`config.mk`:
```
export PLATFORM = sky130hd
export DESIGN_NAME = bmp24_stream_writer
export DESIGN_NICKNAME = d
export VERILOG_FILES = /design/src/rtl/bmpw_pkg.sv /design/src/rtl/bmpw_cfg.sv /design/src/rtl/bmpw_seq.sv /design/src/rtl/bmp24_stream_writer.sv
export SDC_FILE = /design/constraint.sdc
export NUM_CORES = 1
export LEC_CHECK = 0
export BUFFER_PORTS_ARGS = -buffer_cell sky130_fd_sc_hd__buf_2
export CAP_MARGIN = 15
export CELL_PAD_IN_SITES_DETAIL_PLACEMENT = 1
export CELL_PAD_IN_SITES_GLOBAL_PLACEMENT = 1
export CORE_UTILIZATION = 51
export DETAILED_ROUTE_END_ITERATION = 12
export PLACE_DENSITY = 0.95
export SYNTH_ARGS = -nofsm -noshare
export SYNTH_HDL_FRONTEND = slang
export SYNTH_SLANG_ARGS = --single-unit
```
`constraint.sdc`:
```
create_clock -name aclk -period 14.9 [get_ports aclk]
set_clock_uncertainty 0.1 [all_clocks]
set_input_delay 3.725 -clock aclk [delete_from_list [all_inputs] [get_ports aclk]]
set_output_delay 3.725 -clock aclk [all_outputs]
set_load 0.05 [all_outputs]
```
`src/rtl/bmpw_pkg.sv`:
```
// Shared types, constants and header byte table for the BMP stream writer.
package bmpw_pkg;

    // Dimension and counter widths
    localparam int DIM_W     = 13;
    localparam int CNT_W     = 12;
    localparam int IDX_W     = 6;
    localparam int ROWB_W    = 15;
    localparam int FSIZE_W   = 32;
    localparam int PIX_W     = 24;
    localparam int BYTE_W    = 8;
    localparam int APB_AW    = 3;
    localparam int APB_DW    = 32;

    localparam int MAX_WIDTH  = 4096;
    localparam int MAX_HEIGHT = 4096;

    // Register indexes
    localparam logic REG_WIDTH  = 1'b0;
    localparam logic REG_HEIGHT = 1'b1;

    // Register reset values and the file geometry that follows from them
    localparam int RST_WIDTH    = 640;
    localparam int RST_HEIGHT   = 640;
    localparam int RST_PAD      = (4 - ((3 * RST_WIDTH) % 4)) % 4;
    localparam int RST_ROWBYTES = 3 * RST_WIDTH + RST_PAD;
    localparam int HDR_BYTES    = 54;
    localparam int RST_FSIZE    = HDR_BYTES + RST_HEIGHT * RST_ROWBYTES;

    // Byte positions within one item's sequence
    localparam logic [IDX_W-1:0] IDX_BLUE  = IDX_W'(HDR_BYTES);
    localparam logic [IDX_W-1:0] IDX_GREEN = IDX_W'(HDR_BYTES + 1);
    localparam logic [IDX_W-1:0] IDX_RED   = IDX_W'(HDR_BYTES + 2);

    // Fixed header field values
    localparam logic [7:0] MAGIC_B    = 8'h42;
    localparam logic [7:0] MAGIC_M    = 8'h4D;
    localparam logic [7:0] INFO_SIZE  = 8'd40;
    localparam logic [7:0] PLANES     = 8'd1;
    localparam logic [7:0] BITS_PIXEL = 8'd24;

    // Effective image geometry handed from the register block to the sequencer
    typedef struct packed {
        logic [DIM_W-1:0]   width;
        logic [DIM_W-1:0]   height;
        logic [1:0]         pad;
        logic [FSIZE_W-1:0] fsize;
    } dims_t;

    // Header byte at a given offset, little endian multi-byte fields
    function automatic logic [BYTE_W-1:0] hdr_byte(input logic [IDX_W-1:0] idx,
                                                   input dims_t dims);
        logic [BYTE_W-1:0] b;
        b = '0;
        case (idx)
            6'd0:    b = MAGIC_B;
            6'd1:    b = MAGIC_M;
            6'd2:    b = dims.fsize[7:0];
            6'd3:    b = dims.fsize[15:8];
            6'd4:    b = dims.fsize[23:16];
            6'd5:    b = dims.fsize[31:24];
            6'd10:   b = BYTE_W'(HDR_BYTES);
            6'd14:   b = INFO_SIZE;
            6'd18:   b = dims.width[7:0];
            6'd19:   b = {3'b000, dims.width[12:8]};
            6'd22:   b = dims.height[7:0];
            6'd23:   b = {3'b000, dims.height[12:8]};
            6'd26:   b = PLANES;
            6'd28:   b = BITS_PIXEL;
            default: b = '0;
        endcase
        return b;
    endfunction

endpackage

```
`src/rtl/bmpw_cfg.sv`:
```
// Configuration registers, dimension clamping and file size computation.
module bmpw_cfg (
    input  logic                          aclk,
    input  logic                          aresetn,
    input  logic                          psel,
    input  logic                          penable,
    input  logic                          pwrite,
    input  logic [bmpw_pkg::APB_AW-1:0]   paddr,
    input  logic [bmpw_pkg::APB_DW-1:0]   pwdata,
    output logic [bmpw_pkg::APB_DW-1:0]   prdata,
    output logic                          pready,
    output bmpw_pkg::dims_t               dims
);
    import bmpw_pkg::*;

    logic [DIM_W-1:0]   width_reg;
    logic [DIM_W-1:0]   height_reg;
    logic [ROWB_W-1:0]  row_bytes_reg;
    logic [FSIZE_W-1:0] fsize_reg;
    logic [DIM_W-1:0]   width_eff;
    logic [DIM_W-1:0]   height_eff;
    logic [1:0]         pad;
    logic [1:0]         triple_lo;
    logic [ROWB_W-1:0]  row_bytes_next;
    logic [FSIZE_W-1:0] fsize_next;
    logic               wr_en;

    assign pready = 1'b1;
    assign wr_en  = psel && penable && pwrite;

    // Write registers on the access phase
    always_ff @(posedge aclk) begin
        if (!aresetn) begin
            width_reg  <= DIM_W'(RST_WIDTH);
            height_reg <= DIM_W'(RST_HEIGHT);
        end else if (wr_en) begin
            case (paddr[2])
                REG_WIDTH:  width_reg  <= pwdata[DIM_W-1:0];
                REG_HEIGHT: height_reg <= pwdata[DIM_W-1:0];
                default:    width_reg  <= width_reg;
            endcase
        end
    end

    // Read back
    always_comb begin
        case (paddr[2])
            REG_WIDTH:  prdata = APB_DW'(width_reg);
            REG_HEIGHT: prdata = APB_DW'(height_reg);
            default:    prdata = '0;
        endcase
    end

    // Saturate to 1..MAX
    always_comb begin
        if (width_reg == '0)
            width_eff = DIM_W'(1);
        else if (width_reg > DIM_W'(MAX_WIDTH))
            width_eff = DIM_W'(MAX_WIDTH);
        else
            width_eff = width_reg;
        if (height_reg == '0)
            height_eff = DIM_W'(1);
        else if (height_reg > DIM_W'(MAX_HEIGHT))
            height_eff = DIM_W'(MAX_HEIGHT);
        else
            height_eff = height_reg;
    end

    // Row padding: bring 3*width up to a multiple of four
    assign triple_lo      = width_eff[1:0] + {width_eff[0], 1'b0};
    assign pad            = 2'b00 - triple_lo;
    assign row_bytes_next = ROWB_W'(width_eff) + ROWB_W'({width_eff, 1'b0})
                            + ROWB_W'(pad);
    assign fsize_next     = FSIZE_W'(HDR_BYTES)
                            + FSIZE_W'(height_eff * row_bytes_reg);

    // Pipeline the size: row bytes, then one multiply and add
    always_ff @(posedge aclk) begin
        if (!aresetn) begin
            row_bytes_reg <= ROWB_W'(RST_ROWBYTES);
            fsize_reg     <= FSIZE_W'(RST_FSIZE);
        end else begin
            row_bytes_reg <= row_bytes_next;
            fsize_reg     <= fsize_next;
        end
    end

    assign dims.width  = width_eff;
    assign dims.height = height_eff;
    assign dims.pad    = pad;
    assign dims.fsize  = fsize_reg;

endmodule

```
`src/rtl/bmpw_seq.sv`:
```
// Pixel register, row/column counters and byte sequencer with output register.
module bmpw_seq (
    input  logic                          aclk,
    input  logic                          aresetn,
    input  bmpw_pkg::dims_t               dims,
    input  logic                          s_tvalid,
    output logic                          s_tready,
    input  logic [bmpw_pkg::PIX_W-1:0]    s_tdata,
    output logic                          m_tvalid,
    input  logic                          m_tready,
    output logic [bmpw_pkg::BYTE_W-1:0]   m_tdata,
    output logic                          m_tlast,
    output logic                          m_tuser
);
    import bmpw_pkg::*;

    logic [CNT_W-1:0]  col_reg;
    logic [CNT_W-1:0]  row_reg;
    logic              item_valid_reg;
    logic [PIX_W-1:0]  pix_reg;
    logic [IDX_W-1:0]  idx_reg;
    logic [IDX_W-1:0]  last_idx_reg;
    logic              eoi_reg;
    logic              out_valid_reg;
    logic [BYTE_W-1:0] out_byte_reg;
    logic              out_last_reg;
    logic              out_eoi_reg;

    logic              item_last;
    logic              load;
    logic              accept;
    logic              row_end;
    logic              img_end;
    logic              first_pix;
    logic [BYTE_W-1:0] byte_next;

    // Handshake
    assign item_last = (idx_reg == last_idx_reg);
    assign load      = item_valid_reg && (!out_valid_reg || m_tready);
    assign s_tready  = !item_valid_reg || (load && item_last);
    assign accept    = s_tvalid && s_tready;

    // Row and image boundaries for the incoming pixel
    assign row_end   = ({1'b0, col_reg} + DIM_W'(1)) >= dims.width;
    assign img_end   = row_end && (({1'b0, row_reg} + DIM_W'(1)) >= dims.height);
    assign first_pix = (col_reg == '0) && (row_reg == '0);

    // Pick the byte at the current position
    always_comb begin
        if (idx_reg < IDX_BLUE)
            byte_next = hdr_byte(idx_reg, dims);
        else if (idx_reg == IDX_BLUE)
            byte_next = pix_reg[7:0];
        else if (idx_reg == IDX_GREEN)
            byte_next = pix_reg[15:8];
        else if (idx_reg == IDX_RED)
            byte_next = pix_reg[23:16];
        else
            byte_next = '0;
    end

    // Advance counters on each accepted pixel
    always_ff @(posedge aclk) begin
        if (!aresetn) begin
            col_reg <= '0;
            row_reg <= '0;
        end else if (accept) begin
            if (row_end) begin
                col_reg <= '0;
                row_reg <= img_end ? '0 : row_reg + CNT_W'(1);
            end else begin
                col_reg <= col_reg + CNT_W'(1);
            end
        end
    end

    // Hold the pixel being serialized
    always_ff @(posedge aclk) begin
        if (!aresetn) begin
            item_valid_reg <= 1'b0;
        end else if (accept) begin
            item_valid_reg <= 1'b1;
        end else if (load && item_last) begin
            item_valid_reg <= 1'b0;
        end
    end

    always_ff @(posedge aclk) begin
        if (accept) begin
            pix_reg      <= s_tdata;
            idx_reg      <= first_pix ? '0 : IDX_BLUE;
            last_idx_reg <= IDX_RED + (row_end ? IDX_W'(dims.pad) : '0);
            eoi_reg      <= img_end;
        end else if (load) begin
            idx_reg <= idx_reg + IDX_W'(1);
        end
    end

    // Output register
    always_ff @(posedge aclk) begin
        if (!aresetn) begin
            out_valid_reg <= 1'b0;
        end else if (load) begin
            out_valid_reg <= 1'b1;
        end else if (m_tready) begin
            out_valid_reg <= 1'b0;
        end
    end

    always_ff @(posedge aclk) begin
        if (load) begin
            out_byte_reg <= byte_next;
            out_last_reg <= item_last;
            out_eoi_reg  <= item_last && eoi_reg;
        end
    end

    assign m_tvalid = out_valid_reg;
    assign m_tdata  = out_byte_reg;
    assign m_tlast  = out_last_reg;
    assign m_tuser  = out_eoi_reg;

endmodule

```
`src/rtl/bmp24_stream_writer.sv`:
```
// Top level of the 24-bit BMP byte stream writer.
//
//  port group   dir   payload
//  s_t*         in    tdata[23:0] = blue, green, red (one pixel)
//  m_t*         out   tdata[7:0] = file byte, tlast = last byte of pixel,
//                     tuser[0] = last byte of file
//  p*           cfg   0x0 image_width, 0x4 image_height
//
// Each pixel yields 3 bytes at one byte per cycle from the output register
// while m_tready is high, plus 54 header bytes for the first pixel of a file
// and 0..3 pad bytes at the end of each row, so 3, up to 6, or up to 60 in all.
// The next pixel is taken in the cycle its predecessor's last byte enters
// the output register. Reset clears counters so the next pixel opens a file.
// Stalls on m_tready hold the output byte and back up into s_tready.
module bmp24_stream_writer (
    input  logic                          aclk,
    input  logic                          aresetn,
    input  logic                          s_tvalid,
    output logic                          s_tready,
    input  logic [bmpw_pkg::PIX_W-1:0]    s_tdata,   // [7:0] blue, [15:8] green, [23:16] red
    output logic                          m_tvalid,
    input  logic                          m_tready,
    output logic [bmpw_pkg::BYTE_W-1:0]   m_tdata,   // [7:0] out_byte
    output logic                          m_tlast,
    output logic [0:0]                    m_tuser,   // [0] end_of_image
    input  logic                          psel,
    input  logic                          penable,
    input  logic                          pwrite,
    input  logic [bmpw_pkg::APB_AW-1:0]   paddr,
    input  logic [bmpw_pkg::APB_DW-1:0]   pwdata,
    output logic [bmpw_pkg::APB_DW-1:0]   prdata,
    output logic                          pready
);
    import bmpw_pkg::*;

    dims_t dims;

    // Registers and file geometry
    bmpw_cfg u_cfg (
        .aclk    (aclk),
        .aresetn (aresetn),
        .psel    (psel),
        .penable (penable),
        .pwrite  (pwrite),
        .paddr   (paddr),
        .pwdata  (pwdata),
        .prdata  (prdata),
        .pready  (pready),
        .dims    (dims)
    );

    // Byte sequencer
    bmpw_seq u_seq (
        .aclk     (aclk),
        .aresetn  (aresetn),
        .dims     (dims),
        .s_tvalid (s_tvalid),
        .s_tready (s_tready),
        .s_tdata  (s_tdata),
        .m_tvalid (m_tvalid),
        .m_tready (m_tready),
        .m_tdata  (m_tdata),
        .m_tlast  (m_tlast),
        .m_tuser  (m_tuser[0])
    );

endmodule

```
==> metrics.txt <==
# TYPE chip_impl_metric gauge
chip_impl_metric{name="vias_per_cell",unit=""} 6.26
chip_impl_metric{name="grt_antenna_before_repair",unit=""} 0
chip_impl_metric{name="timing.critical_path.arrival",unit="ps"} 4850
chip_impl_metric{name="drtAntennaViolNets",unit=""} 0
chip_impl_metric{name="initial_utilization",unit=""} 0.521
chip_impl_info{name="layout.cells.most_common",value="nand2_1"} 1
chip_impl_metric{name="cts.sinks",unit=""} 137
chip_impl_metric{name="final_layout_size_suffix_gt1_frac",unit=""} 0.0866
chip_impl_metric{name="post_cts.resized_instances",unit=""} 0
chip_impl_metric{name="synthesis.yosys.warnings",unit=""} 0
chip_impl_info{name="synth_ff_type",value="dfxtp_1"} 1
chip_impl_metric{name="antenna_cells",unit=""} 0
chip_impl_metric{name="overflow",unit=""} 0
chip_impl_metric{name="clk_latency",unit="ps"} 450
chip_impl_metric{name="finalNetCount",unit=""} 1995
chip_impl_metric{name="wl",unit="um"} 47600
chip_impl_metric{name="timing.critical_path.fanout_max",unit=""} 4
chip_impl_metric{name="finalMaxSlewViolations",unit=""} 0
chip_impl_metric{name="hold_buffers",unit=""} 0
chip_impl_metric{name="detail_route.first_pass.iterations",unit=""} 6
chip_impl_metric{name="fp.dieArea",unit="um2"} 28300
chip_impl_info{name="hold_crit_path_type",value="register to register"} 1
chip_impl_info{name="startpoint_type",value="input port"} 1
chip_impl_metric{name="hold_violations",unit=""} 0
chip_impl_metric{name="grt_pass1_vias",unit=""} 13927
chip_impl_metric{name="synth_area",unit="um2"} 14100
chip_impl_metric{name="postPlaceCellArea",unit="um2"} 14600
chip_impl_metric{name="register_bit_count_reported_by_yosys",unit=""} 137
chip_impl_metric{name="finalCriticalPeriod",unit="ps"} 8680
chip_impl_metric{name="timing.critical_path.required",unit="ps"} 11070
chip_impl_info{name="worstReg2RegStart",value="u_cfg.height_reg[12]"} 1
chip_impl_metric{name="min_path_cells",unit=""} 2
chip_impl_info{name="rsz_0062_raised_after_global_routing",value="no"} 1
chip_impl_metric{name="worstMarginPinSlew",unit="ps"} 1030
chip_impl_metric{name="finish.cell_count_without_fillers",unit=""} 1992
chip_impl_metric{name="final-setup-viol-count",unit=""} 0
chip_impl_metric{name="layout_worst_path_cycle_share",unit=""} 0.582
chip_impl_metric{name="finalWeightedCongestion",unit=""} 0.915
chip_impl_metric{name="largest_register_ff_count",unit=""} 28
chip_impl_metric{name="cellPowerDensity",unit="nW/um2"} 81.1
chip_impl_metric{name="cellLeakagePower",unit="uW"} 0.00741
chip_impl_info{name="tritoncts",value="built"} 1
chip_impl_metric{name="worst_slack",unit="ps"} 6220
chip_impl_metric{name="io_buffer_count",unit=""} 69
chip_impl_metric{name="cts_made_buffers",unit=""} 17
chip_impl_metric{name="synthCells",unit=""} 1610
chip_impl_metric{name="max_clock_buf_depth",unit=""} 2
chip_impl_info{name="hold_path.startpoint",value="u_cfg.width_reg[10]"} 1
chip_impl_metric{name="dp.cells",unit=""} 1958
chip_impl_metric{name="detailedPlace.worstSlack",unit="ps"} 6330
chip_impl_metric{name="asyncSetResetFlopFracSynth",unit=""} 0
chip_impl_info{name="crit_chain",value="buf_2, nor2b_1, o41ai_4, buf_2"} 1
chip_impl_metric{name="avgRoutedWirePerCell",unit="um"} 23.9
chip_impl_metric{name="layout.core_utilization",unit=""} 0.564
chip_impl_metric{name="fp.dieH",unit="um"} 168
chip_impl_info{name="worstSetupPathType",value="input port to primary output"} 1
chip_impl_metric{name="layout-area-overhead-vs-synth",unit="%"} 8.25
chip_impl_metric{name="global_route_wire_length_before_repair",unit="um"} 75400
chip_impl_metric{name="max_freq",unit="MHz"} 115
chip_impl_info{name="clk_root_buffer_cell",value="clkbuf_16"} 1
chip_impl_metric{name="remaining_drc_errors",unit=""} 0
chip_impl_metric{name="pin_count",unit=""} 111
chip_impl_metric{name="cp_slowest_stage_delay",unit="ps"} 560
chip_impl_metric{name="cts.htree.levels",unit=""} 4
chip_impl_metric{name="finish.instance_area",unit="um2"} 15200
chip_impl_info{name="most-common-layout-cells",value="nand2_1 (233), inv_1 (191), ha_1 (157)"} 1
chip_impl_metric{name="max-slew-margin-rel",unit=""} 0.308
chip_impl_metric{name="largest_net_degree_at_the_start_of_global_routing",unit=""} 44
chip_impl_metric{name="place.detailed.hpwl",unit="um"} 33100
chip_impl_info{name="critical_path.slowest_cell",value="o41ai_4"} 1
chip_impl_metric{name="num_vias",unit=""} 12473
chip_impl_info{name="critPathMostFrequentCell",value="buf_2"} 1
chip_impl_metric{name="gr-usage-all-layers",unit=""} 0.347
chip_impl_metric{name="cts_post_setup_buffers_inserted",unit=""} 0
chip_impl_metric{name="detailedRoute.firstIterationViolations",unit=""} 1049
chip_impl_metric{name="fin_tns_setup",unit="ps"} 0
chip_impl_metric{name="drv_cap",unit=""} 0
chip_impl_metric{name="post_synth.cell_area_avg",unit="um2"} 8.74
chip_impl_metric{name="worst_r2r_path_depth",unit=""} 19
chip_impl_metric{name="clkSlewWorstSetupHoldPaths",unit="ps"} 60
chip_impl_info{name="crit_path_end_kind",value="primary output"} 1
chip_impl_metric{name="worst-r2r-setup-slack",unit="ps"} 7770
chip_impl_info{name="endpoint_of_the_worst_register_to_register_path",value="u_cfg.fsize_reg[28]"} 1
chip_impl_metric{name="worst_ir_drop_on_vdd",unit="mV"} 0.0921
chip_impl_info{name="run_status",value="finished, final reports clean"} 1
chip_impl_metric{name="number_of_library_cell_types_mapped_by_synthesis",unit=""} 68
chip_impl_metric{name="fp.coreArea",unit="um2"} 27000
chip_impl_metric{name="synth-edff-count",unit=""} 43
chip_impl_info{name="min_to",value="u_cfg.width_reg[10]"} 1
chip_impl_metric{name="synth_seq_area_share",unit=""} 0.225
chip_impl_metric{name="die_width",unit="um"} 168
chip_impl_metric{name="core.rowCount",unit=""} 60
==> worst max path at each step <==
stage | from | endpoint | slack (ps)
floorplan | paddr[2] | prdata[0] | 5810
global placement | m_tready | s_tready | 6350
detailed placement | m_tready | s_tready | 6330
CTS | m_tready | s_tready | 6270
global route | m_tready | s_tready | 6220
finish | m_tready | s_tready | 6220
==> metal layers <==
| metal | global-route usage | wire (um) | vias to the layer above |
|---|---|---|---|
| met5 | 0 | 0 | - |
| met4 | 0.216 | 3000 | 0 |
| met3 | 0.0534 | 3310 | 235 |
| met2 | 0.615 | 23900 | 617 |
| met1 | 0.393 | 17400 | 6292 |
| li1 | - | - | 5329 |
==> cells in the mapped netlist (36+ instances only) <==
master    number  share of area
and2_1        99          0.044
edfxtp_1      43          0.092
a21oi_1       83          0.030
o21ai_0       43          0.015
xor2_1        36          0.022
clkbuf_1      64          0.017
ha_1         157           0.14
nand2_1      233          0.062
nor2_1        85          0.023
nand3_1       41          0.015
inv_1        191          0.051
dfxtp_1       94           0.13
fa_1         134           0.19
==> layout make-up <==
type	count	area [um2]
fillers	3123	11800
multi-input cells	1205	9820
flip-flops and latches	137	3170
inverters	193	724
repair buffers	84	458
clock buffers	18	429
well taps	341	427
clock inverters	14	208
==> per-stage QoR <==
step	hold slack, ps	power, uW
after floorplan	349	660
after detailed placement	381	749
final	401	1240
after global routing	419	1280
after global placement	375	724
after CTS	401	1230
==> worst max-delay path: cells and delay by family <==
family | cells | cell delay, ps
AND/OR/NAND/NOR | 1 | 100
buffers and inverters | 2 | 470
AO/OA/AOI/OAI | 1 | 560
==> power by group <==
| group | internal, uW | total [uW] | switching (uW) |
|---|---|---|---|
| Combinational | 108 | 316 | 208 |
| Sequential | 412 | 445 | 33.0 |
| Clock | 285 | 475 | 191 |
==> kinds of logic after synthesis <==
kind of cell	after synthesis	synth area share
AOI/OAI and AO/OA	244	0.113
xor gates and xnor gates	63	0.0392
adders and majority gates	291	0.330
buffers and inverters	287	0.0825
DFF	137	0.225
muxes	20	0.0154
other	2	0.000533
and+or+nand+nor	566	0.194
No activity file was read; power rests on OpenSTA's default activity.
